--- src/rtl/core/scc_pkg.sv ---
// Shared types and constants for the strongly connected components block.
`timescale 1ns / 1ps

package scc_pkg;

    localparam int LETTER_W     = 21;
    localparam int OP_W         = 2;
    localparam int COMP_NUM_W   = 5;
    localparam int SIZE_W       = 6;
    localparam int COUNT_W      = 6;
    localparam int RESULT_LIMIT = 32;
    localparam int S_TDATA_W    = 48;
    localparam int M_TDATA_W    = 40;

    localparam logic [OP_W-1:0] OP_CLEAR   = 2'd0;
    localparam logic [OP_W-1:0] OP_ADD     = 2'd1;
    localparam logic [OP_W-1:0] OP_ANALYSE = 2'd2;
    localparam logic [OP_W-1:0] OP_UNUSED  = 2'd3;

    // Commands from the controller to the datapath
    typedef struct packed {
        logic clear;
        logic latch;
        logic find_b;
        logic find_step;
        logic find_hit;
        logic find_miss;
        logic edge_set;
        logic out_empty;
        logic ana_start;
        logic rk_load;
        logic rk_scan;
        logic rk_store;
        logic i_clear;
        logic rm_load;
        logic rm_scan;
        logic rm_store;
        logic t_init;
        logic root_skip;
        logic root_pick;
        logic visit;
        logic step_adv;
        logic step_done;
        logic pop;
        logic ret_upd;
        logic sel_start;
        logic sel_scan;
        logic emit_start;
        logic emit_skip;
        logic emit_out;
        logic emit_next;
    } scc_cmd_t;

    // Status from the datapath to the controller
    typedef struct packed {
        logic n_zero;
        logic j_end;
        logic i_end;
        logic find_hit;
        logic root_seen;
        logic rest_any;
        logic w_new;
        logic is_root;
        logic pop_last;
        logic depth_zero;
        logic sel_end;
        logic best_none;
        logic r_match;
        logic out_free;
        logic run_last;
    } scc_stat_t;

endpackage

--- src/rtl/core/scc_ctrl.sv ---
// Controller state machine: load, rank, remap, depth-first search, ordering and emission.
`timescale 1ns / 1ps

module scc_ctrl import scc_pkg::*; (
    input  logic            aclk,
    input  logic            aresetn,
    input  logic            s_valid,
    input  logic [OP_W-1:0] s_op,
    output logic            s_ready,
    input  scc_stat_t       stat,
    output scc_cmd_t        cmd
);

    localparam logic [3:0] ST_IDLE    = 4'd0;
    localparam logic [3:0] ST_FIND_A  = 4'd1;
    localparam logic [3:0] ST_FIND_B  = 4'd2;
    localparam logic [3:0] ST_EDGE    = 4'd3;
    localparam logic [3:0] ST_EMPTY   = 4'd4;
    localparam logic [3:0] ST_RK_LOAD = 4'd5;
    localparam logic [3:0] ST_RK_SCAN = 4'd6;
    localparam logic [3:0] ST_RM_LOAD = 4'd7;
    localparam logic [3:0] ST_RM_SCAN = 4'd8;
    localparam logic [3:0] ST_T_ROOT  = 4'd9;
    localparam logic [3:0] ST_T_VISIT = 4'd10;
    localparam logic [3:0] ST_T_STEP  = 4'd11;
    localparam logic [3:0] ST_T_POP   = 4'd12;
    localparam logic [3:0] ST_T_RET   = 4'd13;
    localparam logic [3:0] ST_SEL     = 4'd14;
    localparam logic [3:0] ST_EMIT    = 4'd15;

    logic [3:0] state_reg;
    logic [3:0] state_next;

    assign s_ready = (state_reg == ST_IDLE);

    always_ff @(posedge aclk) begin
        if (!aresetn) begin
            state_reg <= ST_IDLE;
        end else begin
            state_reg <= state_next;
        end
    end

    always_comb begin
        cmd        = '0;
        state_next = state_reg;
        unique case (state_reg)
            ST_IDLE: begin
                if (s_valid) begin
                    unique case (s_op)
                        OP_CLEAR: begin
                            cmd.clear = 1'b1;
                        end
                        OP_ADD: begin
                            cmd.latch  = 1'b1;
                            state_next = ST_FIND_A;
                        end
                        OP_ANALYSE: begin
                            if (stat.n_zero) begin
                                state_next = ST_EMPTY;
                            end else begin
                                cmd.ana_start = 1'b1;
                                state_next    = ST_RK_LOAD;
                            end
                        end
                        default: begin
                        end
                    endcase
                end
            end
            ST_FIND_A, ST_FIND_B: begin
                cmd.find_b = (state_reg == ST_FIND_B);
                priority if (stat.j_end) begin
                    cmd.find_miss = 1'b1;
                    state_next    = (state_reg == ST_FIND_B) ? ST_EDGE : ST_FIND_B;
                end else if (stat.find_hit) begin
                    cmd.find_hit = 1'b1;
                    state_next   = (state_reg == ST_FIND_B) ? ST_EDGE : ST_FIND_B;
                end else begin
                    cmd.find_step = 1'b1;
                end
            end
            ST_EDGE: begin
                cmd.edge_set = 1'b1;
                state_next   = ST_IDLE;
            end
            ST_EMPTY: begin
                if (stat.out_free) begin
                    cmd.out_empty = 1'b1;
                    state_next    = ST_IDLE;
                end
            end
            ST_RK_LOAD: begin
                if (stat.i_end) begin
                    cmd.i_clear = 1'b1;
                    state_next  = ST_RM_LOAD;
                end else begin
                    cmd.rk_load = 1'b1;
                    state_next  = ST_RK_SCAN;
                end
            end
            ST_RK_SCAN: begin
                if (stat.j_end) begin
                    cmd.rk_store = 1'b1;
                    state_next   = ST_RK_LOAD;
                end else begin
                    cmd.rk_scan = 1'b1;
                end
            end
            ST_RM_LOAD: begin
                if (stat.i_end) begin
                    cmd.t_init = 1'b1;
                    state_next = ST_T_ROOT;
                end else begin
                    cmd.rm_load = 1'b1;
                    state_next  = ST_RM_SCAN;
                end
            end
            ST_RM_SCAN: begin
                if (stat.j_end) begin
                    cmd.rm_store = 1'b1;
                    state_next   = ST_RM_LOAD;
                end else begin
                    cmd.rm_scan = 1'b1;
                end
            end
            ST_T_ROOT: begin
                priority if (stat.i_end) begin
                    cmd.sel_start = 1'b1;
                    state_next    = ST_SEL;
                end else if (stat.root_seen) begin
                    cmd.root_skip = 1'b1;
                end else begin
                    cmd.root_pick = 1'b1;
                    state_next    = ST_T_VISIT;
                end
            end
            ST_T_VISIT: begin
                cmd.visit  = 1'b1;
                state_next = ST_T_STEP;
            end
            ST_T_STEP: begin
                if (stat.rest_any) begin
                    cmd.step_adv = 1'b1;
                    if (stat.w_new) begin
                        state_next = ST_T_VISIT;
                    end
                end else begin
                    cmd.step_done = 1'b1;
                    state_next    = stat.is_root ? ST_T_POP : ST_T_RET;
                end
            end
            ST_T_POP: begin
                cmd.pop = 1'b1;
                if (stat.pop_last) begin
                    state_next = ST_T_RET;
                end
            end
            ST_T_RET: begin
                if (stat.depth_zero) begin
                    state_next = ST_T_ROOT;
                end else begin
                    cmd.ret_upd = 1'b1;
                    state_next  = ST_T_STEP;
                end
            end
            ST_SEL: begin
                if (stat.sel_end) begin
                    if (stat.best_none) begin
                        state_next = ST_IDLE;
                    end else begin
                        cmd.emit_start = 1'b1;
                        state_next     = ST_EMIT;
                    end
                end else begin
                    cmd.sel_scan = 1'b1;
                end
            end
            ST_EMIT: begin
                priority if (stat.j_end) begin
                    cmd.emit_next = 1'b1;
                    state_next    = ST_SEL;
                end else if (stat.r_match) begin
                    if (stat.out_free) begin
                        cmd.emit_out = 1'b1;
                        if (stat.run_last) begin
                            state_next = ST_IDLE;
                        end
                    end
                end else begin
                    cmd.emit_skip = 1'b1;
                end
            end
            default: begin
                state_next = ST_IDLE;
            end
        endcase
    end

endmodule

--- config.mk ---
export PLATFORM = sky130hd
export DESIGN_NAME = scc_ctrl
export DESIGN_NICKNAME = d
export VERILOG_FILES = /design/src/rtl/core/scc_pkg.sv /design/src/rtl/core/scc_ctrl.sv
export SDC_FILE = /design/constraint.sdc
export NUM_CORES = 1
export LEC_CHECK = 0
export BUFFER_PORTS_ARGS = -buffer_cell sky130_fd_sc_hd__clkbuf_2
export CORE_MARGIN = 5
export CORE_UTILIZATION = 39
export DETAILED_ROUTE_END_ITERATION = 10
export PLACE_DENSITY = 0.78
export SYNTH_ARGS = -nofsm -noshare
export SYNTH_HDL_FRONTEND = slang
export SYNTH_SLANG_ARGS = --single-unit
--- constraint.sdc ---
create_clock -name aclk -period 1.8 [get_ports aclk]
set_clock_uncertainty 0.2 [all_clocks]
set_input_delay 0.45 -clock aclk [delete_from_list [all_inputs] [get_ports aclk]]
set_output_delay 0.45 -clock aclk [all_outputs]
set_load 0.1 [all_outputs]
==> results of run 1 <==
[cell usage after synthesis, types with 2 or more instances]
cell,count
sky130_fd_sc_hd__o22ai_1,2
sky130_fd_sc_hd__nor4_1,6
sky130_fd_sc_hd__nor2_1,6
sky130_fd_sc_hd__inv_1,8
sky130_fd_sc_hd__dfxtp_1,4
sky130_fd_sc_hd__o21bai_1,2
sky130_fd_sc_hd__nor2b_1,3
sky130_fd_sc_hd__o21ai_0,2
sky130_fd_sc_hd__a21boi_0,2
sky130_fd_sc_hd__a2111oi_2,2
sky130_fd_sc_hd__nand3_1,2
sky130_fd_sc_hd__a31o_1,2
sky130_fd_sc_hd__nor3_2,2
sky130_fd_sc_hd__nand2b_1,2
sky130_fd_sc_hd__nor3b_1,2
sky130_fd_sc_hd__a31oi_1,2
sky130_fd_sc_hd__mux2i_1,3
sky130_fd_sc_hd__nand2_2,3
sky130_fd_sc_hd__nor4_2,4
sky130_fd_sc_hd__nor3_1,15
sky130_fd_sc_hd__buf_2,4
sky130_fd_sc_hd__buf_6,4
sky130_fd_sc_hd__nand2_1,7
[logic make-up after synthesis]
group / count (synthesis) / share of synthesized area [%]
AND/OR/NAND/NOR: 62 / 45.9
buffers and inverters: 19 / 13.3
XOR/XNOR: 2 / 2.07
AO/OA/AOI/OAI: 24 / 25.8
flip-flops: 4 / 9.44
multiplexers: 3 / 3.54
[per-stage QoR]
step	cells	TNS, ns	hold slack [ns]
2_1_floorplan	114	-23.11	0.381
3_3_place_gp	217	-3.36	0.450
==> PnR_summary.wiki, run 1 <==
{| class="wikitable"
! Metric !! Value
|-
| Flip-flop cell with the highest count after synthesis || sky130_fd_sc_hd__dfxtp_1
|-
| Log Error || [ERROR DPL-0038] Utilization greater than 100%, impossible to legalize
|-
| Cell type with the largest total area after synthesis || sky130_fd_sc_hd__dfxtp_1
|-
| Standard-cell rows || 16
|-
| Portion of synthesized cell area occupied by the leading cell type || 9.44%
|-
| Count of warnings emitted by yosys || 0
|-
| Register bit total from synthesis || 4
|-
| Die X-Extent || 56.6 µm
|-
| Buffers added on ports || 50
|-
| Post-Synthesis Mean Instance Area || 7.44 µm²
|-
| Overall die height || 56.6 µm
|-
| Last flow stage reached || detailed placement
|-
| RD Place Congestion || 0.917
|-
| Result of the run || did not finish
|-
| Sequential fraction of the synthesis area || 9.44%
|-
| Top Ports || 51
|-
| Async SR Flop Fraction || 0%
|-
| Library cells used by synthesis || 48
|-
| Number of standard cells after synthesis || 114
|-
| Cell types occupying the most area after synthesis || sky130_fd_sc_hd__dfxtp_1 (9.4%), sky130_fd_sc_hd__nor3_1 (8.8%), sky130_fd_sc_hd__nor4_2 (5.9%)
|-
| Initial cell density of the core || 42.0%
|-
| Synthesized netlist net count || 134
|-
| Synthesized cell area || 848 µm²
|-
| Number of synthesized flops with an enable pin || 0
|}
==> run 2, diff against run 1 <==
--- a/config.mk
+++ b/config.mk
@@ -6,10 +6,10 @@
 export NUM_CORES = 1
 export LEC_CHECK = 0
 export BUFFER_PORTS_ARGS = -buffer_cell sky130_fd_sc_hd__clkbuf_2
-export CORE_MARGIN = 5
-export CORE_UTILIZATION = 39
+export CORE_AREA = 5 5 66 68
 export DETAILED_ROUTE_END_ITERATION = 10
-export PLACE_DENSITY = 0.78
+export DIE_AREA = 0 0 71 73
+export PLACE_DENSITY_LB_ADDON = 0.15
 export SYNTH_ARGS = -nofsm -noshare
 export SYNTH_HDL_FRONTEND = slang
 export SYNTH_SLANG_ARGS = --single-unit
==> constraint.sdc (replaced) <==
create_clock -name aclk -period 2.3 [get_ports aclk]
set_clock_uncertainty 0.2 [all_clocks]
set_input_delay 0.575 -clock aclk [delete_from_list [all_inputs] [get_ports aclk]]
set_output_delay 0.575 -clock aclk [all_outputs]
set_load 0.1 [all_outputs]
==> run 2 against run 1 <==
Against the previous run:
- the flow now finishes, with violations (setup timing)
- area after synthesis unchanged
- synthesized cell count unchanged
==> PnR_summary.wiki, run 2 <==
{| class="wikitable"
! Metric !! Value
|-
| Power per unit of standard cell area || 1010 mW/mm²
|-
| Number of remaining DRC errors || 0
|-
| Area of the placeable core || 0.00380 mm²
|-
| Cell Area, Placed || 0.00202 mm²
|-
| Slew headroom || 65.4%
|-
| Int Power || 1.00 mW
|-
| Nets || 206
|-
| Cell type with the largest total area after synthesis || sky130_fd_sc_hd__dfxtp_1 (unchanged)
|-
| Crit path required time || 1.52 ns
|-
| Crit path max fanout || 5
|-
| Vias in the first global route || 1150
|-
| Via count || 1150
|-
| Top cells by count, synth || sky130_fd_sc_hd__nor3_1 (15), sky130_fd_sc_hd__inv_1 (8), sky130_fd_sc_hd__nand2_1 (7), sky130_fd_sc_hd__nor2_1 (6), sky130_fd_sc_hd__nor4_1 (6) (unchanged)
|-
| Post-route cell area || 0.00220 mm²
|-
| TritonRoute pass-1 iters || 4
|-
| ANT cells || 0
|-
| Synthesized cell area || 848 µm² (unchanged)
|-
| Tightest Pin Transition || 0.506 ns
|-
| Final setup violation count || 2
|-
| Shortest clock period the worst path allows after layout || 2.34 ns
|-
| Maximum level of the CTS H-tree || 1
|-
| Synthesized netlist net count || 134 (unchanged)
|-
| Flip-flop count of the largest register, all copies and words added || 4
|-
| Switching fraction of total power || 54.9%
|-
| Power share of the sequential group || 7.7%
|-
| Post-route core utilization || 57.9%
|-
| Top library cells by usage in the layout, fill and taps aside || sky130_fd_sc_hd__buf_12 (31), sky130_fd_sc_hd__buf_4 (23), sky130_fd_sc_hd__clkbuf_2 (18)
|-
| Fraction of layout cells with a size suffix above 1 || 72.8%
|-
| Arr. time, crit path || 1.56 ns
|-
| Initial antenna violation count || 0
|-
| Sequential fraction of the synthesis area || 9.44% (unchanged)
|-
| Max-capacitance violation count || 0
|-
| Die X-Extent || 71 µm (was 56.6 µm)
|-
| Flip-flop cell with the highest count after synthesis || sky130_fd_sc_hd__dfxtp_1 (unchanged)
|-
| Number of synthesized flops with an enable pin || 0 (unchanged)
|-
| Register bit total from synthesis || 4 (unchanged)
|-
| Most repeated cell in the gate-level netlist after synthesis || sky130_fd_sc_hd__nor3_1 (unchanged)
|-
| CTS Buf Count || 3
|-
| Count of warnings emitted by yosys || 0 (unchanged)
|-
| Part of the total power dissipated in combinational logic || 85.7%
|-
| # fillers || 342
|-
| First-pass GRT wire length || 5.62 mm
|-
| Total gr overflow || 0
|-
| Clock sink count || 4
|-
| Clk buf depth || 2
|-
| Count of final hold-check violations || 0
|-
| Area of combinational cells with multiple inputs || 0.00102 mm²
|-
| Buffers added on ports || 50 (unchanged)
|-
| RD Place Congestion || 0.805 (was 0.917)
|-
| Initial cell density of the core || 22.3% (was 42.0%)
|-
| Clock tree from TritonCTS || built
|-
| Leakage power || 0.866 nW
|-
| Post-Synthesis Mean Instance Area || 7.44 µm² (unchanged)
|-
| Detail-routed via count per cell || 4.91
|-
| Standard-cell rows || 23 (was 16)
|-
| Highest Clock Rate || 428 MHz
|-
| Critical path class || register to output pin
|-
| GRT Total Usage || 13.4%
|-
| Wire length per cell || 14.3 µm
|-
| Endpoint kind of the worst setup timing path || output pin
|-
| Peak supply drop || 1100 µV
|-
| Area growth from synthesis to layout || 159%
|-
| Final period util || 102%
|-
| Leading cell type in the layout, fill and taps excluded || sky130_fd_sc_hd__buf_12
|-
| Detail Placement HPWL || 2.91 mm
|-
| Clock root buffer || sky130_fd_sc_hd__clkbuf_8
|-
| Number of DRC violations after detailed-routing iteration 0 || 32
|-
| Net switching power of the design || 1.22 mW
|-
| Failing checks || setup timing
|-
| Skew-Pair Late Insertion Delay || 0.22 ns
|-
| Setup repair after global routing missed its margin || yes
|-
| Number of standard cells after synthesis || 114 (unchanged)
|-
| CP startpoint kind || register
|-
| Area occupied by registers || 95.1 µm²
|-
| Total power || 2.23 mW
|-
| Antenna Violating Nets Remaining || 0
|-
| Max-slew violation count || 0
|-
| Total Die Area || 0.00518 mm²
|-
| Min-Delay Path Class || input pin to register
|-
| Library cells used by synthesis || 48 (unchanged)
|-
| Worst-case setup margin in the final layout || -0.0378 ns
|-
| Maximum number of pins on one net before global-route repair || 13
|-
| Result of the run || finished with violations (was did not finish)
|-
| Portion of synthesized cell area occupied by the leading cell type || 9.44% (unchanged)
|-
| Final wirelength || 3.35 mm
|-
| Clock Pin Slew Worst Setup and Hold Paths || 0.03 ns
|-
| Overall die height || 73 µm (was 56.6 µm)
|-
| Clock share of power || 6.6%
|-
| Cell types occupying the most area after synthesis || sky130_fd_sc_hd__dfxtp_1 (9.4%), sky130_fd_sc_hd__nor3_1 (8.8%), sky130_fd_sc_hd__nor4_2 (5.9%) (unchanged)
|-
| Async SR Flop Fraction || 0% (unchanged)
|-
| Top Ports || 51 (unchanged)
|}
## run 2: cell counts after synthesis
No cell type changed its count.
## run 2: routing by layer
layer  routed length (µm)  vias to the layer above  global-route usage, %
met4                   10                        0                   3.76
met1                 1360                      545                   16.5
met5                    0                        -                      0
met3                  151                        2                   2.07
met2                 1830                       26                   24.2
li1                     -                      577                      -
## run 2: final timing paths
kind / start / to / slack, ns / depth (start not counted)
hold / removal: aresetn / state_reg[3] / 0.46 / 3
setup / recovery: state_reg[0] / cmd[21] / -0.04 / 4
hold reg to reg: state_reg[3] / state_reg[3] / 0.50 / 3
setup reg to reg: state_reg[0] / state_reg[0] / 0.33 / 8
## run 2: repair_timing
action	4_1_cts	5_1_grt
endpoints found under the setup margin	23	16
hold buffers	0	0
resized for setup	12	6
buffers inserted	5	5
pin swaps	11	6
## run 2: area by class of cell
| type | instances | area share (%) |
|---|---|---|
| multi-input cells | 91 | 46.5 |
| repair buffers | 77 | 42.6 |
| flip-flops and latches | 4 | 4.32 |
| well taps | 50 | 2.84 |
| clock buffers | 3 | 1.88 |
| inverters | 9 | 1.88 |
## run 2: metrics by stage
step / hold WS (ns) / TNS (ns) / setup WS, ns / instances
6_report: 0.463 / -0.0522 / -0.0378 / 234
4_1_cts: 0.466 / -0.142 / -0.0638 / 229
3_5_place_dp: 0.489 / 0 / 0.0852 / 221
5_1_grt: 0.476 / -0.500 / -0.132 / 234
3_3_place_gp: 0.469 / 0 / 0.0882 / 221
2_1_floorplan: 0.399 / -9.47 / -1.31 / 114
## run 2: logic make-up (layout without fill, tap and decap cells)
| logic type | after synthesis | in the layout | synth area share, % |
|---|---|---|---|
| buffers and inverters | 19 | 89 | 13.3 |
| muxes | 3 | 3 | 3.54 |
| AOI/OAI and AO/OA | 24 | 24 | 25.8 |
| and+or+nand+nor | 62 | 62 | 45.9 |
| DFF | 4 | 4 | 9.44 |
| xor gates and xnor gates | 2 | 2 | 2.07 |
## run 2: power by group through the flow
stage               Clock, mW  Combinational, mW  Sequential, mW
finish                  0.147               1.91           0.171
global route            0.161               2.00           0.176
CTS                     0.153               1.87           0.168
detailed placement          0               1.76           0.152
global placement            0               1.75           0.147
floorplan                   0               1.30           0.129
## run 2: critical path, cell delays in order (launching register included)
cell	delay (ns)
sky130_fd_sc_hd__dfxtp_4	0.36
sky130_fd_sc_hd__nor4_4	0.35
sky130_fd_sc_hd__nand3b_1	0.20
sky130_fd_sc_hd__nor3b_4	0.24
sky130_fd_sc_hd__buf_12	0.20
(Power assumes the default switching activity.)
==> run 3, diff against run 2 <==
--- a/config.mk
+++ b/config.mk
@@ -9,7 +9,7 @@
 export CORE_AREA = 5 5 66 68
 export DETAILED_ROUTE_END_ITERATION = 10
 export DIE_AREA = 0 0 71 73
-export PLACE_DENSITY_LB_ADDON = 0.15
+export PLACE_DENSITY_LB_ADDON = 0.05
 export SYNTH_ARGS = -nofsm -noshare
 export SYNTH_HDL_FRONTEND = slang
 export SYNTH_SLANG_ARGS = --single-unit
==> run 3 against run 2 <==
Against the previous run:
- the flow still finishes with violations (setup timing)
- routed wire length rose by 4.1%
- via count rose by 1.5%
- core utilization fell by 1.5 points
- register-to-register slack barely moved
- cell count fell by 0.43%
- combinational power fell by 3%
- worst setup slack got worse by 0.0040 ns
- critical path type unchanged
- highest routed layer unchanged
==> PnR_summary.wiki, run 3 (synthesis results as in run 2) <==
{| class="wikitable"
! Metric !! Value
|-
| Result of the run || finished with violations (unchanged)
|-
| Failing checks || setup timing (unchanged)
|-
| Final setup violation count || 4 (was 2)
|-
| Wire length per cell || 14.9 µm (was 14.3 µm)
|-
| Critical path class || register to output pin (unchanged)
|-
| Number of remaining DRC errors || 0 (unchanged)
|-
| Cell Area, Placed || 0.00203 mm² (was 0.00202 mm²)
|-
| Crit path max fanout || 7 (was 5)
|-
| Tightest Pin Transition || 0.522 ns (was 0.506 ns)
|-
| Die X-Extent || 71 µm (unchanged)
|-
| Total power || 2.19 mW (was 2.23 mW)
|-
| Leading cell type in the layout, fill and taps excluded || sky130_fd_sc_hd__buf_12 (unchanged)
|-
| TritonRoute pass-1 iters || 4 (unchanged)
|-
| Slew headroom || 64.3% (was 65.4%)
|-
| Endpoint kind of the worst setup timing path || output pin (unchanged)
|-
| Clock Pin Slew Worst Setup and Hold Paths || 0.03 ns (about the same)
|-
| Standard-cell rows || 23 (unchanged)
|-
| Count of final hold-check violations || 0 (unchanged)
|-
| Flip-flop count of the largest register, all copies and words added || 4 (unchanged)
|-
| Number of cells after detailed placement || 223 (was 221)
|-
| Antenna Violating Nets Remaining || 0 (unchanged)
|-
| Post-route cell area || 0.00214 mm² (was 0.00220 mm²)
|-
| Clock tree from TritonCTS || built (unchanged)
|-
| GRT Total Usage || 13.9% (was 13.4%)
|-
| Worst-case setup margin in the final layout || -0.0418 ns (was -0.0378 ns)
|-
| Total Die Area || 0.00518 mm² (unchanged)
|-
| Number of DRC violations after detailed-routing iteration 0 || 43 (was 32)
|-
| Max-slew violation count || 0 (unchanged)
|-
| Peak supply drop || 1180 µV (was 1100 µV)
|-
| Skew-Pair Late Insertion Delay || 0.22 ns (about the same)
|-
| Min-Delay Path Class || input pin to register (unchanged)
|-
| CP startpoint kind || register (unchanged)
|-
| Maximum level of the CTS H-tree || 1 (unchanged)
|-
| Start of the worst register-to-register path || state_reg[1] (was state_reg[0])
|-
| Startpoint of the most critical hold path || aresetn (unchanged)
|-
| Post-route insts no fill || 233 (was 234)
|-
| Arr. time, crit path || 1.57 ns (was 1.56 ns)
|-
| Detail-routed via count per cell || 5.01 (was 4.91)
|-
| First-pass GRT wire length || 5.83 mm (was 5.62 mm)
|-
| Initial cell density of the core || 22.3% (unchanged)
|-
| Highest Clock Rate || 427 MHz (was 428 MHz)
|-
| Clock root buffer || sky130_fd_sc_hd__clkbuf_8 (unchanged)
|-
| Power per unit of standard cell area || 1020 mW/mm² (was 1010 mW/mm²)
|-
| Area growth from synthesis to layout || 152% (was 159%)
|-
| Maximum number of pins on one net before global-route repair || 14 (was 13)
|-
| RD Place Congestion || 0.827 (was 0.805)
|-
| Clock sink count || 4 (unchanged)
|-
| Top Ports || 51 (unchanged)
|-
| Shortest clock period the worst path allows after layout || 2.34 ns (about the same)
|-
| Total gr overflow || 0 (unchanged)
|-
| Buffers added on ports || 50 (unchanged)
|-
| Initial antenna violation count || 0 (unchanged)
|-
| CTS Buf Count || 3 (unchanged)
|-
| Leakage power || 0.832 nW (was 0.866 nW)
|-
| Setup crit start || state_reg[0] (unchanged)
|-
| Via count || 1167 (was 1150)
|-
| Max-capacitance violation count || 0 (unchanged)
|-
| Crit path required time || 1.52 ns (about the same)
|-
| Clk buf depth || 2 (unchanged)
|-
| Final period util || 102% (about the same)
|-
| Detail Placement HPWL || 3.01 mm (was 2.91 mm)
|-
| Number of hold-repair buffers added at the cts stage || 0 (unchanged)
|-
| Nets || 205 (was 206)
|-
| Area of the placeable core || 0.00380 mm² (unchanged)
|-
| Final wirelength || 3.48 mm (was 3.35 mm)
|-
| Fraction of layout cells with a size suffix above 1 || 71.6% (was 72.8%)
|-
| Vias in the first global route || 1210 (was 1150)
|-
| ANT cells || 0 (unchanged)
|-
| Setup repair after global routing missed its margin || yes (unchanged)
|-
| Top library cells by usage in the layout, fill and taps aside || sky130_fd_sc_hd__buf_12 (31), sky130_fd_sc_hd__buf_4 (25), sky130_fd_sc_hd__clkbuf_2 (19) (was sky130_fd_sc_hd__buf_12 (31), sky130_fd_sc_hd__buf_4 (23), sky130_fd_sc_hd__clkbuf_2 (18))
|-
| Overall die height || 73 µm (unchanged)
|}
## run 3: stage by stage
stage	util [%]	hold slack, ns	worst slack (ns)	TNS (ns)
after CTS	55.2	0.386	-0.0829	-0.272
after floorplan	-	0.399	-1.31	-9.47
after global placement	53.5	0.396	0.110	0
after detailed placement	53.5	0.414	0.0931	0
final	56.4	0.441	-0.0418	-0.134
after global routing	56.4	0.470	-0.145	-0.561
## run 3: worst paths after layout
path,to,slack [ns],cells after the start
hold / removal,state_reg[3],0.44,3
setup / recovery,cmd[21],-0.04,4
setup reg to reg,state_reg[0],0.33,7
hold reg to reg,state_reg[2],0.49,3
## run 3: what timing repair did
| item | in CTS | in global routing |
|---|---|---|
| gates resized for setup | 4 | 2 |
| setup buffers | 2 | 5 |
| endpoints found under the setup margin | 19 | 15 |
| cloned | 0 | 0 |
| pin swaps | 2 | 3 |
## run 3: area by class of cell
cell class | instances | area, µm²
Tap cell | 50 | 62.6
Multi-Input combinational cell | 91 | 985
Sequential cell | 4 | 92.6
Clock buffer | 3 | 41.3
Timing Repair Buffer | 76 | 918
Inverter | 9 | 41.3
Fill cell | 355 | 1660
## run 3: worst max-delay path, stage by stage, from the launching register on
cell and delay [ns]:
sky130_fd_sc_hd__dfxtp_4 0.37, sky130_fd_sc_hd__nor4_4 0.35, sky130_fd_sc_hd__nand3b_1 0.19, sky130_fd_sc_hd__nor3b_4 0.24, sky130_fd_sc_hd__buf_12 0.20
## run 3: power breakdown
group / switching [mW] / internal (mW) / leakage (nW) / total [mW]
registers: 0.0695 / 0.108 / 0.0353 / 0.177
logic: 1.10 / 0.760 / 0.776 / 1.86
clock network: 0.0364 / 0.112 / 0.0216 / 0.148
## run 3: metal layers
metal / global-route usage [%] / vias to the layer above / routed length [µm]
li1: - / 567 / -
met1: 16.5 / 561 / 1410
met2: 26.1 / 37 / 1850
met3: 2.07 / 2 / 191
met4: 3.76 / 0 / 26
met5: 0 / - / 0
==> run 4, diff against run 3 <==
--- a/config.mk
+++ b/config.mk
@@ -5,7 +5,7 @@
 export SDC_FILE = /design/constraint.sdc
 export NUM_CORES = 1
 export LEC_CHECK = 0
-export BUFFER_PORTS_ARGS = -buffer_cell sky130_fd_sc_hd__clkbuf_2
+export BUFFER_PORTS_ARGS = -buffer_cell sky130_fd_sc_hd__buf_2
 export CORE_AREA = 5 5 66 68
 export DETAILED_ROUTE_END_ITERATION = 10
 export DIE_AREA = 0 0 71 73
==> run 4 against run 3 <==
Against the previous run:
- the flow still finishes with violations (setup timing)
- clock-buffer cell count unchanged
- worst setup slack got worse by 0.038 ns
- cell count increased by 0.86%
- sequential cell count unchanged
- global-route usage about the same
- critical path depth increased by 1
- final area increased by 3.0%
- critical path type unchanged
- highest routed layer unchanged
==> PnR_summary.wiki, run 4 (synthesis results as in run 2) <==
{| class="wikitable"
! Metric !! Value
|-
| Max-slew violation count || 0 (unchanged)
|-
| Antenna Violating Nets Remaining || 0 (unchanged)
|-
| Result of the run || finished with violations (unchanged)
|-
| Endpoint kind of the worst setup timing path || output pin (unchanged)
|-
| Overall die height || 73 µm (unchanged)
|-
| Detail-routed via count per cell || 5.00 (was 5.01)
|-
| Worst slack after detailed placement || 0.00760 ns (was 0.0931 ns)
|-
| Final wirelength || 3.58 mm (was 3.48 mm)
|-
| Total gr overflow || 0 (unchanged)
|-
| Maximum number of pins on one net before global-route repair || 13 (was 14)
|-
| Area of combinational cells with multiple inputs || 0.00101 mm² (was 985 µm²)
|-
| # fillers || 344 (was 355)
|-
| Number of hold-repair buffers added at the cts stage || 0 (unchanged)
|-
| Critical path class || register to output pin (unchanged)
|-
| Crit path required time || 1.52 ns (about the same)
|-
| Total power || 2.32 mW (was 2.19 mW)
|-
| Die X-Extent || 71 µm (unchanged)
|-
| Area growth from synthesis to layout || 160% (was 152%)
|-
| Worst-case setup margin in the final layout || -0.0798 ns (was -0.0418 ns)
|-
| Crit path max fanout || 8 (was 7)
|-
| Clock sink count || 4 (unchanged)
|-
| Detail Placement HPWL || 2.99 mm (was 3.01 mm)
|-
| Top Ports || 51 (unchanged)
|-
| Final setup violation count || 4 (unchanged)
|-
| Slew headroom || 64.1% (was 64.3%)
|-
| Max-capacitance violation count || 0 (unchanged)
|-
| Final period util || 103% (was 102%)
|-
| Leading cell type in the layout, fill and taps excluded || sky130_fd_sc_hd__buf_12 (unchanged)
|-
| Total Die Area || 0.00518 mm² (unchanged)
|-
| Peak supply drop || 1180 µV (about the same)
|-
| RD Place Congestion || 0.827 (about the same)
|-
| Via count || 1176 (was 1167)
|-
| Maximum level of the CTS H-tree || 1 (unchanged)
|-
| Worst setup slack for register-to-register paths || 0.19 ns (was 0.33 ns)
|-
| Count of final hold-check violations || 0 (unchanged)
|-
| Number of remaining DRC errors || 0 (unchanged)
|-
| Top library cells by usage in the layout, fill and taps aside || sky130_fd_sc_hd__buf_12 (31), sky130_fd_sc_hd__buf_4 (21), sky130_fd_sc_hd__buf_2 (19) (was sky130_fd_sc_hd__buf_12 (31), sky130_fd_sc_hd__buf_4 (25), sky130_fd_sc_hd__clkbuf_2 (19))
|-
| Buffers added on ports || 50 (unchanged)
|-
| Worst-case reg-to-reg path depth || 8 (was 7)
|-
| Initial cell density of the core || 22.3% (unchanged)
|-
| Shortest clock period the worst path allows after layout || 2.38 ns (was 2.34 ns)
|-
| Min-Delay Path Class || register to register (was input pin to register)
|-
| CP startpoint kind || register (unchanged)
|-
| Area occupied by registers || 95.1 µm² (was 92.6 µm²)
|-
| Nets || 207 (was 205)
|-
| Power per unit of standard cell area || 1050 mW/mm² (was 1020 mW/mm²)
|-
| Clock Pin Slew Worst Setup and Hold Paths || 0.03 ns (about the same)
|-
| GRT Total Usage || 14.0% (was 13.9%)
|-
| Area of the placeable core || 0.00380 mm² (unchanged)
|-
| Flip-flop count of the largest register, all copies and words added || 4 (unchanged)
|-
| TritonRoute pass-1 iters || 4 (unchanged)
|-
| Arr. time, crit path || 1.60 ns (was 1.57 ns)
|-
| Destination of the worst register-to-register timing path || state_reg[1] (was state_reg[0])
|-
| Setup repair after global routing missed its margin || yes (unchanged)
|-
| Vias in the first global route || 1250 (was 1210)
|-
| Hold Worst Slack || 0.357 ns (was 0.441 ns)
|-
| Highest Clock Rate || 420 MHz (was 427 MHz)
|-
| Number of DRC violations after detailed-routing iteration 0 || 37 (was 43)
|-
| Initial antenna violation count || 0 (unchanged)
|-
| Clock root buffer || sky130_fd_sc_hd__clkbuf_8 (unchanged)
|-
| Fraction of layout cells with a size suffix above 1 || 73.0% (was 71.6%)
|-
| Setup crit start || state_reg[1] (was state_reg[0])
|-
| Failing checks || setup timing (unchanged)
|-
| Skew-Pair Late Insertion Delay || 0.21 ns (was 0.22 ns)
|-
| CP Capture Point || cmd[26] (was cmd[21])
|-
| Leakage power || 0.865 nW (was 0.832 nW)
|-
| Start of the worst register-to-register path || state_reg[1] (unchanged)
|-
| Clk buf depth || 2 (unchanged)
|-
| First-pass GRT wire length || 5.93 mm (was 5.83 mm)
|-
| Standard-cell rows || 23 (unchanged)
|-
| Wire length per cell || 15.2 µm (was 14.9 µm)
|-
| Clock tree from TritonCTS || built (unchanged)
|-
| ANT cells || 0 (unchanged)
|-
| Tightest Pin Transition || 0.525 ns (was 0.522 ns)
|-
| CTS Buf Count || 3 (unchanged)
|}
run 4: metal layers:
metal	track usage, %	share of wire, %
met2	27.8	56
met5	0	0
met3	2.34	5.4
met4	2.92	0.50
met1	15.4	38
run 4: what timing repair did:
action,CTS,global route
pin swaps,5,7
gates cloned,0,0
gates resized for setup,14,4
buffers inserted,5,4
setup endpoints to repair,23,14
run 4: worst min-delay path by stage:
stage / start / to / slack [ns] / cells past startpoint
after CTS: state_reg[3] / state_reg[3] / 0.35 / 2
final: state_reg[3] / state_reg[3] / 0.36 / 2
after floorplan: state_reg[1] / state_reg[1] / 0.40 / 3
after detailed placement: state_reg[2] / state_reg[2] / 0.35 / 2
after global routing: state_reg[3] / state_reg[3] / 0.38 / 2
after global placement: state_reg[2] / state_reg[2] / 0.34 / 2
run 4: final cells by class:
cell class / instances / share of cell area (%)
Tap cell: 50 / 2.84
Timing Repair Buffer: 78 / 43.2
Multi-Input combinational cell: 91 / 45.9
Clock buffer: 3 / 1.87
Inverter: 9 / 1.87
Sequential cell: 4 / 4.31
run 4: through the flow:
stage                     util [%]  instance area, µm²  TNS [ns]  cells
final                         58.1                2210    -0.216    235
after global routing          58.1                2210    -0.578    235
after CTS                     56.7                2150    -0.238    231
after detailed placement      53.5                2030         0    223
after global placement        53.5                2030         0    223
after floorplan                  -                1210     -9.47    114
run 4: critical path, stage by stage (launching register included):
cell,delay [ns]
sky130_fd_sc_hd__dfxtp_4,0.34
sky130_fd_sc_hd__buf_6,0.13
sky130_fd_sc_hd__xnor2_1,0.11
sky130_fd_sc_hd__or3_4,0.38
sky130_fd_sc_hd__nor3_4,0.23
sky130_fd_sc_hd__buf_12,0.20
run 4: power breakdown:
| group | switching, mW | internal (mW) | leakage, nW |
|---|---|---|---|
| Sequential | 0.0690 | 0.111 | 0.0356 |
| Combinational | 1.15 | 0.853 | 0.807 |
| Clock | 0.0309 | 0.111 | 0.0216 |
